[config.mk]
export PLATFORM = sky130hd
export DESIGN_NAME = exyz_queue
export DESIGN_NICKNAME = d
export VERILOG_FILES = /design/src/sv/exyz_pkg.sv /design/src/sv/exyz_queue.sv
export SDC_FILE = /design/constraint.sdc
export NUM_CORES = 1
export LEC_CHECK = 0
export ABC_AREA = 1
export BUFFER_PORTS_ARGS = -buffer_cell sky130_fd_sc_hd__buf_4
export CORE_ASPECT_RATIO = 0.7
export CORE_UTILIZATION = 45
export DETAILED_ROUTE_END_ITERATION = 10
export SETUP_SLACK_MARGIN = 0.2
export SLEW_MARGIN = 15
export SYNTH_ARGS = -nofsm -noshare
export SYNTH_HDL_FRONTEND = slang
export SYNTH_SLANG_ARGS = --single-unit
[constraint.sdc]
create_clock -name i_clk -period 4.1 [get_ports i_clk]
set_input_delay 0.615 -clock i_clk [delete_from_list [all_inputs] [get_ports i_clk]]
set_output_delay 0.615 -clock i_clk [all_outputs]
set_load 0.03 [all_outputs]
[src/sv/exyz_pkg.sv]
// ----------------------------------------------------------------------------
// exyz_pkg: shared types, constants and helpers for the XYZ rotation block
// Holds the CORDIC arctangent table, fixed-point formats and rounding helpers.
// ----------------------------------------------------------------------------
package exyz_pkg;

    localparam int ANGLE_BITS     = 16;
    localparam int COEF_FRAC_BITS = 14;
    localparam int OUT_BITS       = 16;
    localparam int CORDIC_STEPS   = 30;
    localparam int CORDIC_FRAC    = 30;
    localparam int CW             = 33;   // CORDIC x/y width
    localparam int ZW             = 33;   // CORDIC residual angle width
    localparam int CF             = COEF_FRAC_BITS + 2; // coefficient width
    localparam int PW             = 2 * CF;             // product width
    localparam int QDEPTH         = 4;
    localparam int QAW            = 2;

    localparam logic signed [CW-1:0] GAIN_INIT = CW'(652032874);
    localparam logic signed [CF-1:0] ONE_C     = CF'(1 << COEF_FRAC_BITS);

    typedef logic signed [CF-1:0] t_coef;

    typedef struct packed {
        logic [ANGLE_BITS-1:0] ax;
        logic [ANGLE_BITS-1:0] ay;
        logic [ANGLE_BITS-1:0] az;
    } t_angles;

    typedef struct packed {
        t_coef sx; t_coef cx;
        t_coef sy; t_coef cy;
        t_coef sz; t_coef cz;
    } t_trig;

    function automatic logic signed [ZW-1:0] atan_lut(input logic [4:0] i);
        case (i)
            5'd0:  atan_lut = ZW'(536870912);
            5'd1:  atan_lut = ZW'(316933406);
            5'd2:  atan_lut = ZW'(167458907);
            5'd3:  atan_lut = ZW'(85004756);
            5'd4:  atan_lut = ZW'(42667331);
            5'd5:  atan_lut = ZW'(21354465);
            5'd6:  atan_lut = ZW'(10679838);
            5'd7:  atan_lut = ZW'(5340245);
            5'd8:  atan_lut = ZW'(2670163);
            5'd9:  atan_lut = ZW'(1335087);
            5'd10: atan_lut = ZW'(667544);
            5'd11: atan_lut = ZW'(333772);
            5'd12: atan_lut = ZW'(166886);
            5'd13: atan_lut = ZW'(83443);
            5'd14: atan_lut = ZW'(41722);
            5'd15: atan_lut = ZW'(20861);
            5'd16: atan_lut = ZW'(10430);
            5'd17: atan_lut = ZW'(5215);
            5'd18: atan_lut = ZW'(2608);
            5'd19: atan_lut = ZW'(1304);
            5'd20: atan_lut = ZW'(652);
            5'd21: atan_lut = ZW'(326);
            5'd22: atan_lut = ZW'(163);
            5'd23: atan_lut = ZW'(81);
            5'd24: atan_lut = ZW'(41);
            5'd25: atan_lut = ZW'(20);
            5'd26: atan_lut = ZW'(10);
            5'd27: atan_lut = ZW'(5);
            5'd28: atan_lut = ZW'(3);
            5'd29: atan_lut = ZW'(1);
            default: atan_lut = '0;
        endcase
    endfunction

    // Round a product with 2F fraction bits to F, then clamp to +-1.0
    function automatic t_coef round_prod(input logic signed [PW:0] p);
        logic signed [PW:0] r;
        begin
            r = (p + (PW+1)'(1 << (COEF_FRAC_BITS - 1))) >>> COEF_FRAC_BITS;
            if (r > (PW+1)'(1 << COEF_FRAC_BITS))
                round_prod = ONE_C;
            else if (r < -(PW+1)'(1 << COEF_FRAC_BITS))
                round_prod = -ONE_C;
            else
                round_prod = r[CF-1:0];
        end
    endfunction

endpackage

[src/sv/exyz_queue.sv]
// ----------------------------------------------------------------------------
// exyz_queue: small FIFO between the trig front end and the matrix back end
// Flop-based ring with a fill count.
// ----------------------------------------------------------------------------
module exyz_queue
    import exyz_pkg::*;
(
    input  logic  i_clk,
    input  logic  i_rst_n,
    input  logic  i_push,
    input  t_trig i_data,
    input  logic  i_pop,
    output logic  o_empty,
    output logic  o_full,
    output t_trig o_data
);

    t_trig          r_mem [QDEPTH];
    logic [QAW-1:0] r_wp;
    logic [QAW-1:0] r_rp;
    logic [QAW:0]   r_cnt;

    // Advance pointers and count
    always_ff @(posedge i_clk) begin
        if (!i_rst_n) begin
            r_wp  <= '0;
            r_rp  <= '0;
            r_cnt <= '0;
        end else begin
            if (i_push) r_wp <= r_wp + 1'b1;
            if (i_pop)  r_rp <= r_rp + 1'b1;
            r_cnt <= r_cnt + (QAW+1)'(i_push) - (QAW+1)'(i_pop);
        end
    end

    always_ff @(posedge i_clk) begin
        if (i_push) r_mem[r_wp] <= i_data;
    end

    assign o_data  = r_mem[r_rp];
    assign o_empty = (r_cnt == '0);
    assign o_full  = (r_cnt == (QAW+1)'(QDEPTH));

endmodule

==> results.sh, run 1 <==
export IMPL_outcome="finished clean"
export IMPL_synth_edf_count=384
export IMPL_nNetsFinal=1472
export IMPL_startpoint_type="flip-flop"
export IMPL_ys_seq_area_frac=0.7348
export IMPL_synth_fa_ha_area_frac=0.005966
export IMPL_sw_frac_of_total=0.2459
export IMPL_reg2reg_from="r_wp[0]"
export IMPL_clk_latency_ns=0.53
export IMPL_synthesis_area_um2=15940
export IMPL_fp_dieH_um=159.5
export IMPL_routabilityCongestion=0.7133
export IMPL_rows=57
export IMPL_max_stage_delay_ns=0.86
export IMPL_area_delta_synth_final_pct=18.67
export IMPL_finClkSkew_ns=0.01347
export IMPL_worst_path_max_delay_cell="dfxtp_4"
export IMPL_final_core_util=0.5435
export IMPL_numCtsBuffers=39
export IMPL_dieArea_um2=36190
export IMPL_ioPinCount=198
export IMPL_grt_pass1_vias=8608
export IMPL_cp_endpoint="o_data[70]"
export IMPL_hold_class="primary input to flip-flop"
export IMPL_drive_gt1_frac=0.2498
export IMPL_grt_max_degree=97
export IMPL_cellLeakagePower_nw=7.256
export IMPL_synth_area_leaders="edfxtp_1 72%, inv_1 4.9%, nand2_1 4.8%"
export IMPL_cap_violations=0
export IMPL_fmax_ghz=0.3352
export IMPL_grt_pass1_wl_mm=47.75
export IMPL_p_sw_mw=2.266
export IMPL_cellPowerDensity_nw_per_um2=487.3
export IMPL_syn_inst=1175
export IMPL_cp_cell_sequence="buf_12 -> nand2_1 -> o211ai_1 -> nand2_1 -> buf_4"
export IMPL_avgSynthCellArea_um2=13.57
export IMPL_maxSlewHeadroom=0.4363
export IMPL_io_buffers=197
export IMPL_post_route_period_util=0.7276
export IMPL_wl_mm=30.40
export IMPL_cpMostUsedCell="nand2_1"
export IMPL_cts_root_buffer="clkbuf_16"
export IMPL_numClockSinks=393
export IMPL_crit_type="flip-flop to output port"
export IMPL_drtPass1Iterations=7
export IMPL_diodes=0
export IMPL_dp_hpwl_mm=17.40
export IMPL_yosysTopAreaCellShare=0.7234
export IMPL_drt_vias_per_instance=4.795
export IMPL_p_clk_frac=0.365
export IMPL_tns_ns=0
export IMPL_antenna_left=0
export IMPL_drc_errors=0
export IMPL_reg2reg_to="r_mem[0][59]"
export IMPL_synth_common_cells="384 x edfxtp_1, 207 x inv_1, 202 x nand2_1, 96 x o211ai_1, 88 x o21ai_1"
export IMPL_drv_slew=0
export IMPL_synth_top_family_by_area="compound AO/OA/AOI/OAI gates"
export IMPL_peakVddDrop_v=0.0002542
export IMPL_end_kind="output port"
export IMPL_synth_flop_cell="edfxtp_1"
export IMPL_synth_most_common_cell="edfxtp_1"
export IMPL_cts_max_level=2
export IMPL_clkTransAtPathRegs_ns=0.06
export IMPL_ys_seq_elements=393
export IMPL_cts_setup_buffers=0
export IMPL_path_max_fanout=78
export IMPL_synthXorXnorAreaFrac=0
export IMPL_ctsHoldBuffers=0
export IMPL_worstMarginPinSlew_ns=0.8455
export IMPL_pwr_share_comb=0.129
export IMPL_post_cts_resized=0
export IMPL_regArea_um2=11720
export IMPL_critPathArrivalTime_ns=2.37
export IMPL_synth_nets=1282
export IMPL_fillerInstances=2925
export IMPL_coreArea_um2=34800
export IMPL_async_flop_share=0
export IMPL_rsz0062_at_grt="false"
export IMPL_internal_power_mw=6.950
export IMPL_seq_power_share=0.506
export IMPL_grt_use_total=0.1705
export IMPL_synth_compound_area_frac=0.1275
export IMPL_first_iter_violations=506
export IMPL_setup_violations=0
export IMPL_antenna_found_initial=0
export IMPL_rrSetupSlack_ns=2.09
export IMPL_required_ns=3.48
export IMPL_routedWlPerCell_um=16.30
export IMPL_ys_types=20
export IMPL_vias=8943
export IMPL_overflow=0
export IMPL_synth_top_area_cell="edfxtp_1"
export IMPL_hold_violations=0
export IMPL_clockBufferDepth=3
export IMPL_yosysWarnings=0
export IMPL_yosys_area_share_simple=0.04867
export IMPL_synthMuxAreaShare=0
export IMPL_multi_input_area_um2=2903
export IMPL_dieWidth_um=226.9
export IMPL_initial_core_util=0.4580
export IMPL_cts_tree="yes"
export IMPL_reg2reg_depth=5
export IMPL_min_period_ns=2.983
[registers in the layout (all words and copies together) (netlist names), named ones only]
name   cells
r_wp       2
r_mem    384
r_rp       2
r_cnt      3
[how the worst min path moves through the flow]
stage	cells past startpoint	to	from
2_1_floorplan	2	flip-flop	r_rp[1]
3_3_place_gp	2	flip-flop	r_rp[1]
3_5_place_dp	1	flip-flop	r_rp[0]
4_1_cts	1	r_mem[3][27]	i_data[27]
5_1_grt	1	r_mem[3][27]	i_data[27]
6_report	2	flip-flop	i_pop
[critical path, delay by kind of cell, from the launching register on]
kind                   cells  cell delay [ns]
buffers and inverters      2             0.58
AND/OR/NAND/NOR            2             0.22
AO/OA/AOI/OAI              1             0.09
flip-flops                 1             0.86
[layout by cell type (no fill, tap or decap), drive strengths merged]
cell type	count
ha	6
clkinv	17
a21oi	102
dfxtp	9
o211ai	96
fa	1
bufinv	2
nor2	2
buf	213
clkbuf	50
inv	207
nand2	202
nor3	1
edfxtp	384
o21ai	100
nand3	1
[area by class of cell]
type                       count  area share
sequential                   393      0.6196
multi-input combinational    511      0.1535
timing repair buffer         213     0.09116
clock buffer                  50     0.05603
inverter                     207     0.04161
tap                          472     0.03122
clock inverter                19    0.006946
[through the flow]
step	power, mW	setup WS, ns	hold WS, ns	std cells	cell area (µm²)
2_1_floorplan	5.509	1.147	0.4356	1175	15940
3_3_place_gp	5.934	1.674	0.4385	1796	17720
3_5_place_dp	5.952	1.653	0.4662	1796	17720
4_1_cts	9.322	1.088	0.2597	1865	18910
5_1_grt	9.576	0.9619	0.2590	1865	18910
6_report	9.217	1.117	0.2860	1865	18910
[routing by layer]
metal / up-vias / global-route usage / share of wire
li1: 4464 / - / -
met1: 4257 / 0.2476 / 0.48
met2: 183 / 0.2595 / 0.45
met3: 39 / 0.04041 / 0.057
met4: 0 / 0.04179 / 0.015
met5: - / 0 / 0
[logic make-up (layout without fill, tap and decap cells)]
family                     count (synthesis)  count (layout)
DFF                                      393             393
AOI/OAI and AO/OA                        298             298
buffers and inverters                    271             489
and+or+nand+nor                          206             206
adders and majority gates                  7               7
[power by group through the flow]
stage / combinational [mW] / clock [mW] / sequential, mW
after detailed placement: 1.20 / 0 / 4.75
final: 1.18 / 3.37 / 4.66
after CTS: 1.20 / 3.45 / 4.67
after floorplan: 0.783 / 0 / 4.73
after global routing: 1.29 / 3.61 / 4.68
after global placement: 1.19 / 0 / 4.75
(Power assumes the default switching activity.)
==> run 2: changes to the inputs <==
--- a/config.mk
+++ b/config.mk
@@ -5,11 +5,12 @@
 export SDC_FILE = /design/constraint.sdc
 export NUM_CORES = 1
 export LEC_CHECK = 0
-export ABC_AREA = 1
+export ABC_AREA = 0
 export BUFFER_PORTS_ARGS = -buffer_cell sky130_fd_sc_hd__buf_4
 export CORE_ASPECT_RATIO = 0.7
 export CORE_UTILIZATION = 45
 export DETAILED_ROUTE_END_ITERATION = 10
+export PLACE_DENSITY = 0.67
 export SETUP_SLACK_MARGIN = 0.2
 export SLEW_MARGIN = 15
 export SYNTH_ARGS = -nofsm -noshare
==> constraint.sdc (replaced) <==
create_clock -name i_clk -period 2.65 [get_ports i_clk]
set_input_delay 0.3975 -clock i_clk [delete_from_list [all_inputs] [get_ports i_clk]]
set_output_delay 0.3975 -clock i_clk [all_outputs]
set_load 0.03 [all_outputs]
==> run 2 against run 1 <==
Synthesized area decreased by 10%. Power increased by 52%. Sequential power increased by 55%. Critical endpoint is now o_data[72]. Largest cell class unchanged. Largest power group unchanged.
==> results.sh, run 2 <==
export IMPL_synth_area_leaders="edfxtp_1 81%, mux4_2 15%, dfxtp_1 1.3%"
export IMPL_clockBufferDepth=3
export IMPL_ys_seq_elements=393
export IMPL_grt_max_degree=56
export IMPL_internal_power_mw=10.79
export IMPL_required_ns=2.25
export IMPL_synth_top_area_cell="edfxtp_1"
export IMPL_avgSynthCellArea_um2=26.24
export IMPL_vias=6367
export IMPL_p_total_mw=14.02
export IMPL_cts_max_level=2
export IMPL_holdPathEnd="r_mem[3][11]"
export IMPL_drv_slew=0
export IMPL_grt_use_met3=0.04960
export IMPL_whs_path_depth=1
export IMPL_first_iter_violations=401
export IMPL_post_route_period_util=0.9128
export IMPL_io_buffers=197
export IMPL_rows=54
export IMPL_critPathArrivalTime_ns=2.02
export IMPL_reg2reg_depth=3
export IMPL_dp_hpwl_mm=16.87
export IMPL_cts_tree="yes"
export IMPL_drtPass1Iterations=5
export IMPL_final_area_um2=17540
export IMPL_sw_frac_of_total=0.2305
export IMPL_place_area_um2=16390
export IMPL_synth_common_cells="384 x edfxtp_1, 96 x mux4_2, 11 x buf_2, 9 x dfxtp_1, 7 x inv_1"
export IMPL_fillerInstances=2325
export IMPL_syn_inst=545
export IMPL_cellLeakagePower_nw=5.892
export IMPL_synth_flop_cell="edfxtp_1"
export IMPL_min_period_ns=2.419
export IMPL_setup_violations=0
export IMPL_final_cell_mix="384 x edfxtp_1, 201 x buf_4, 96 x mux4_2, 38 x clkbuf_16, 10 x clkbuf_1"
export IMPL_clkTransAtPathRegs_ns=0.06
export IMPL_p_clk_frac=0.351
export IMPL_pwr_share_comb=0.133
export IMPL_cap_violations=0
export IMPL_dieArea_um2=32510
export IMPL_drive_gt1_frac=0.4536
export IMPL_ctsHoldBuffers=0
export IMPL_regMostFlops="r_mem"
export IMPL_hold_class="primary input to flip-flop"
export IMPL_outcome="finished clean"
export IMPL_peakVddDrop_v=0.0005358
export IMPL_path_max_fanout=29
export IMPL_use_met1=0.2229
export IMPL_grt_pass1_wl_mm=40.12
export IMPL_async_flop_share=0
export IMPL_grt_use_total=0.1663
export IMPL_end_kind="output port"
export IMPL_reg2reg_to="r_mem[1][48]"
export IMPL_routabilityCongestion=0.7500
export IMPL_ioPinCount=198
export IMPL_reg_largest_list="r_mem x384, r_cnt x3"
export IMPL_synth_most_common_cell="edfxtp_1"
export IMPL_numClockSinks=393
export IMPL_seq_power_share=0.515
export IMPL_rrSetupSlack_ns=0.84
export IMPL_final_core_util=0.5620
export IMPL_wl_mm=27.14
export IMPL_dieWidth_um=215.1
export IMPL_antenna_found_initial=1
export IMPL_busiest_layer="met2"
export IMPL_finClkSkew_ns=0.01761
export IMPL_dp_cells=1154
export IMPL_crit_type="flip-flop to output port"
export IMPL_area_delta_synth_final_pct=22.68
export IMPL_cts_setup_buffers=0
export IMPL_fin_cells=1218
export IMPL_hold_violations=0
export IMPL_tns_ns=0
export IMPL_ys_types=21
export IMPL_startpoint_type="flip-flop"
export IMPL_drc_errors=0
export IMPL_drt_vias_per_instance=5.227
export IMPL_nNetsFinal=881
export IMPL_largest_reg_flops=384
export IMPL_ys_seq_area_frac=0.8189
export IMPL_clk_latency_ns=0.52
export IMPL_p_sw_mw=3.233
export IMPL_cts_root_buffer="clkbuf_16"
export IMPL_rsz0062_at_grt="true"
export IMPL_worstMarginPinSlew_ns=0.4855
export IMPL_pre_cts_slack_ns=0.7093
export IMPL_antenna_left=0
export IMPL_synth_nets=652
export IMPL_reg2reg_from="r_wp[0]"
export IMPL_worst_slack_ns=0.2311
export IMPL_numCtsBuffers=37
export IMPL_mostFrequentLayoutCell="edfxtp_1"
export IMPL_overflow=0
export IMPL_initial_core_util=0.4582
export IMPL_grtUsageMet2=0.2673
export IMPL_grt_pass1_vias=6826
export IMPL_coreArea_um2=31210
export IMPL_fmax_ghz=0.4134
export IMPL_yosysTopAreaCellShare=0.8063
export IMPL_cellPowerDensity_nw_per_um2=799.3
export IMPL_timing_hold_ws_ns=0.07558
export IMPL_routedWlPerCell_um=22.28
export IMPL_yosysWarnings=0
export IMPL_synth_edf_count=384
export IMPL_maxSlewHeadroom=0.6764
export IMPL_hp_start="i_data[11]"
export IMPL_synthesis_area_um2=14300
export IMPL_diodes=0
export IMPL_fp_dieH_um=151.2
==> run 2: changes by cell type after synthesis, sizes merged, moves of 2 or more <==
cell | previous run | this run
nand2 | 202 | 0
xnor2 | 0 | 2
nor2 | 2 | 5
o211ai | 96 | 0
and2 | 0 | 6
a21oi | 102 | 1
mux4 | 0 | 96
clkbuf | 1 | 5
buf | 63 | 17
o21ai | 100 | 0
inv | 207 | 7
==> run 2: worst max-delay path by stage <==
stage	start	to	slack (ns)	cells after the start
after global routing	flip-flop	o_data[72]	0.13	3
after global placement	flip-flop	o_data[55]	0.73	3
after floorplan	r_wp[0]	r_mem[2][0]	0.48	3
after detailed placement	flip-flop	o_data[92]	0.71	3
after CTS	flip-flop	o_data[55]	0.16	3
final	flip-flop	o_data[72]	0.23	3
==> run 2: timing repair <==
item | in CTS | in global routing
gates cloned | 0 | 1
pin swaps | 0 | 0
gates resized for setup | 1 | 1
setup endpoints to repair | 35 | 44
==> run 2: cells by family after synthesis <==
kind of cell,Yosys count,synth area share
DFF,393,0.8189
muxes,97,0.1519
buffers and inverters,29,0.01339
and+or+nand+nor,14,0.005250
adders and majority gates,7,0.006649
xor gates and xnor gates,3,0.002887
AOI/OAI and AO/OA,2,0.001050
==> run 2: cell type report <==
class	count	area, µm²	share of cell area
Sequential cell	393	11720	0.6679
Multi-Input combinational cell	123	2409	0.1373
Timing Repair Buffer	212	1749	0.09970
Clock buffer	50	1005	0.05727
Tap cell	420	525.5	0.02995
Clock inverter	13	111.4	0.006347
Inverter	7	26.28	0.001498
==> run 2: critical path, cell delays in order (launching register included) <==
cell,delay [ns]
dfxtp_4,0.45
buf_16,0.26
mux4_2,0.57
buf_4,0.19
==> run 2: power by group through the flow <==
stage                     Combinational [mW]  Clock [mW]  Sequential, mW
after detailed placement                1.89           0            7.36
final                                   1.87        4.93            7.23
after global routing                    1.98        5.26            7.25
after floorplan                         1.16           0            7.33
after CTS                               1.90        5.05            7.23
after global placement                  1.85           0            7.33
==> run 2: routing by layer <==
metal | share of wire | wire, µm
met4 | 0.016 | 434
met1 | 0.42 | 11340
met3 | 0.080 | 2177
met5 | 0 | 0
met2 | 0.49 | 13190
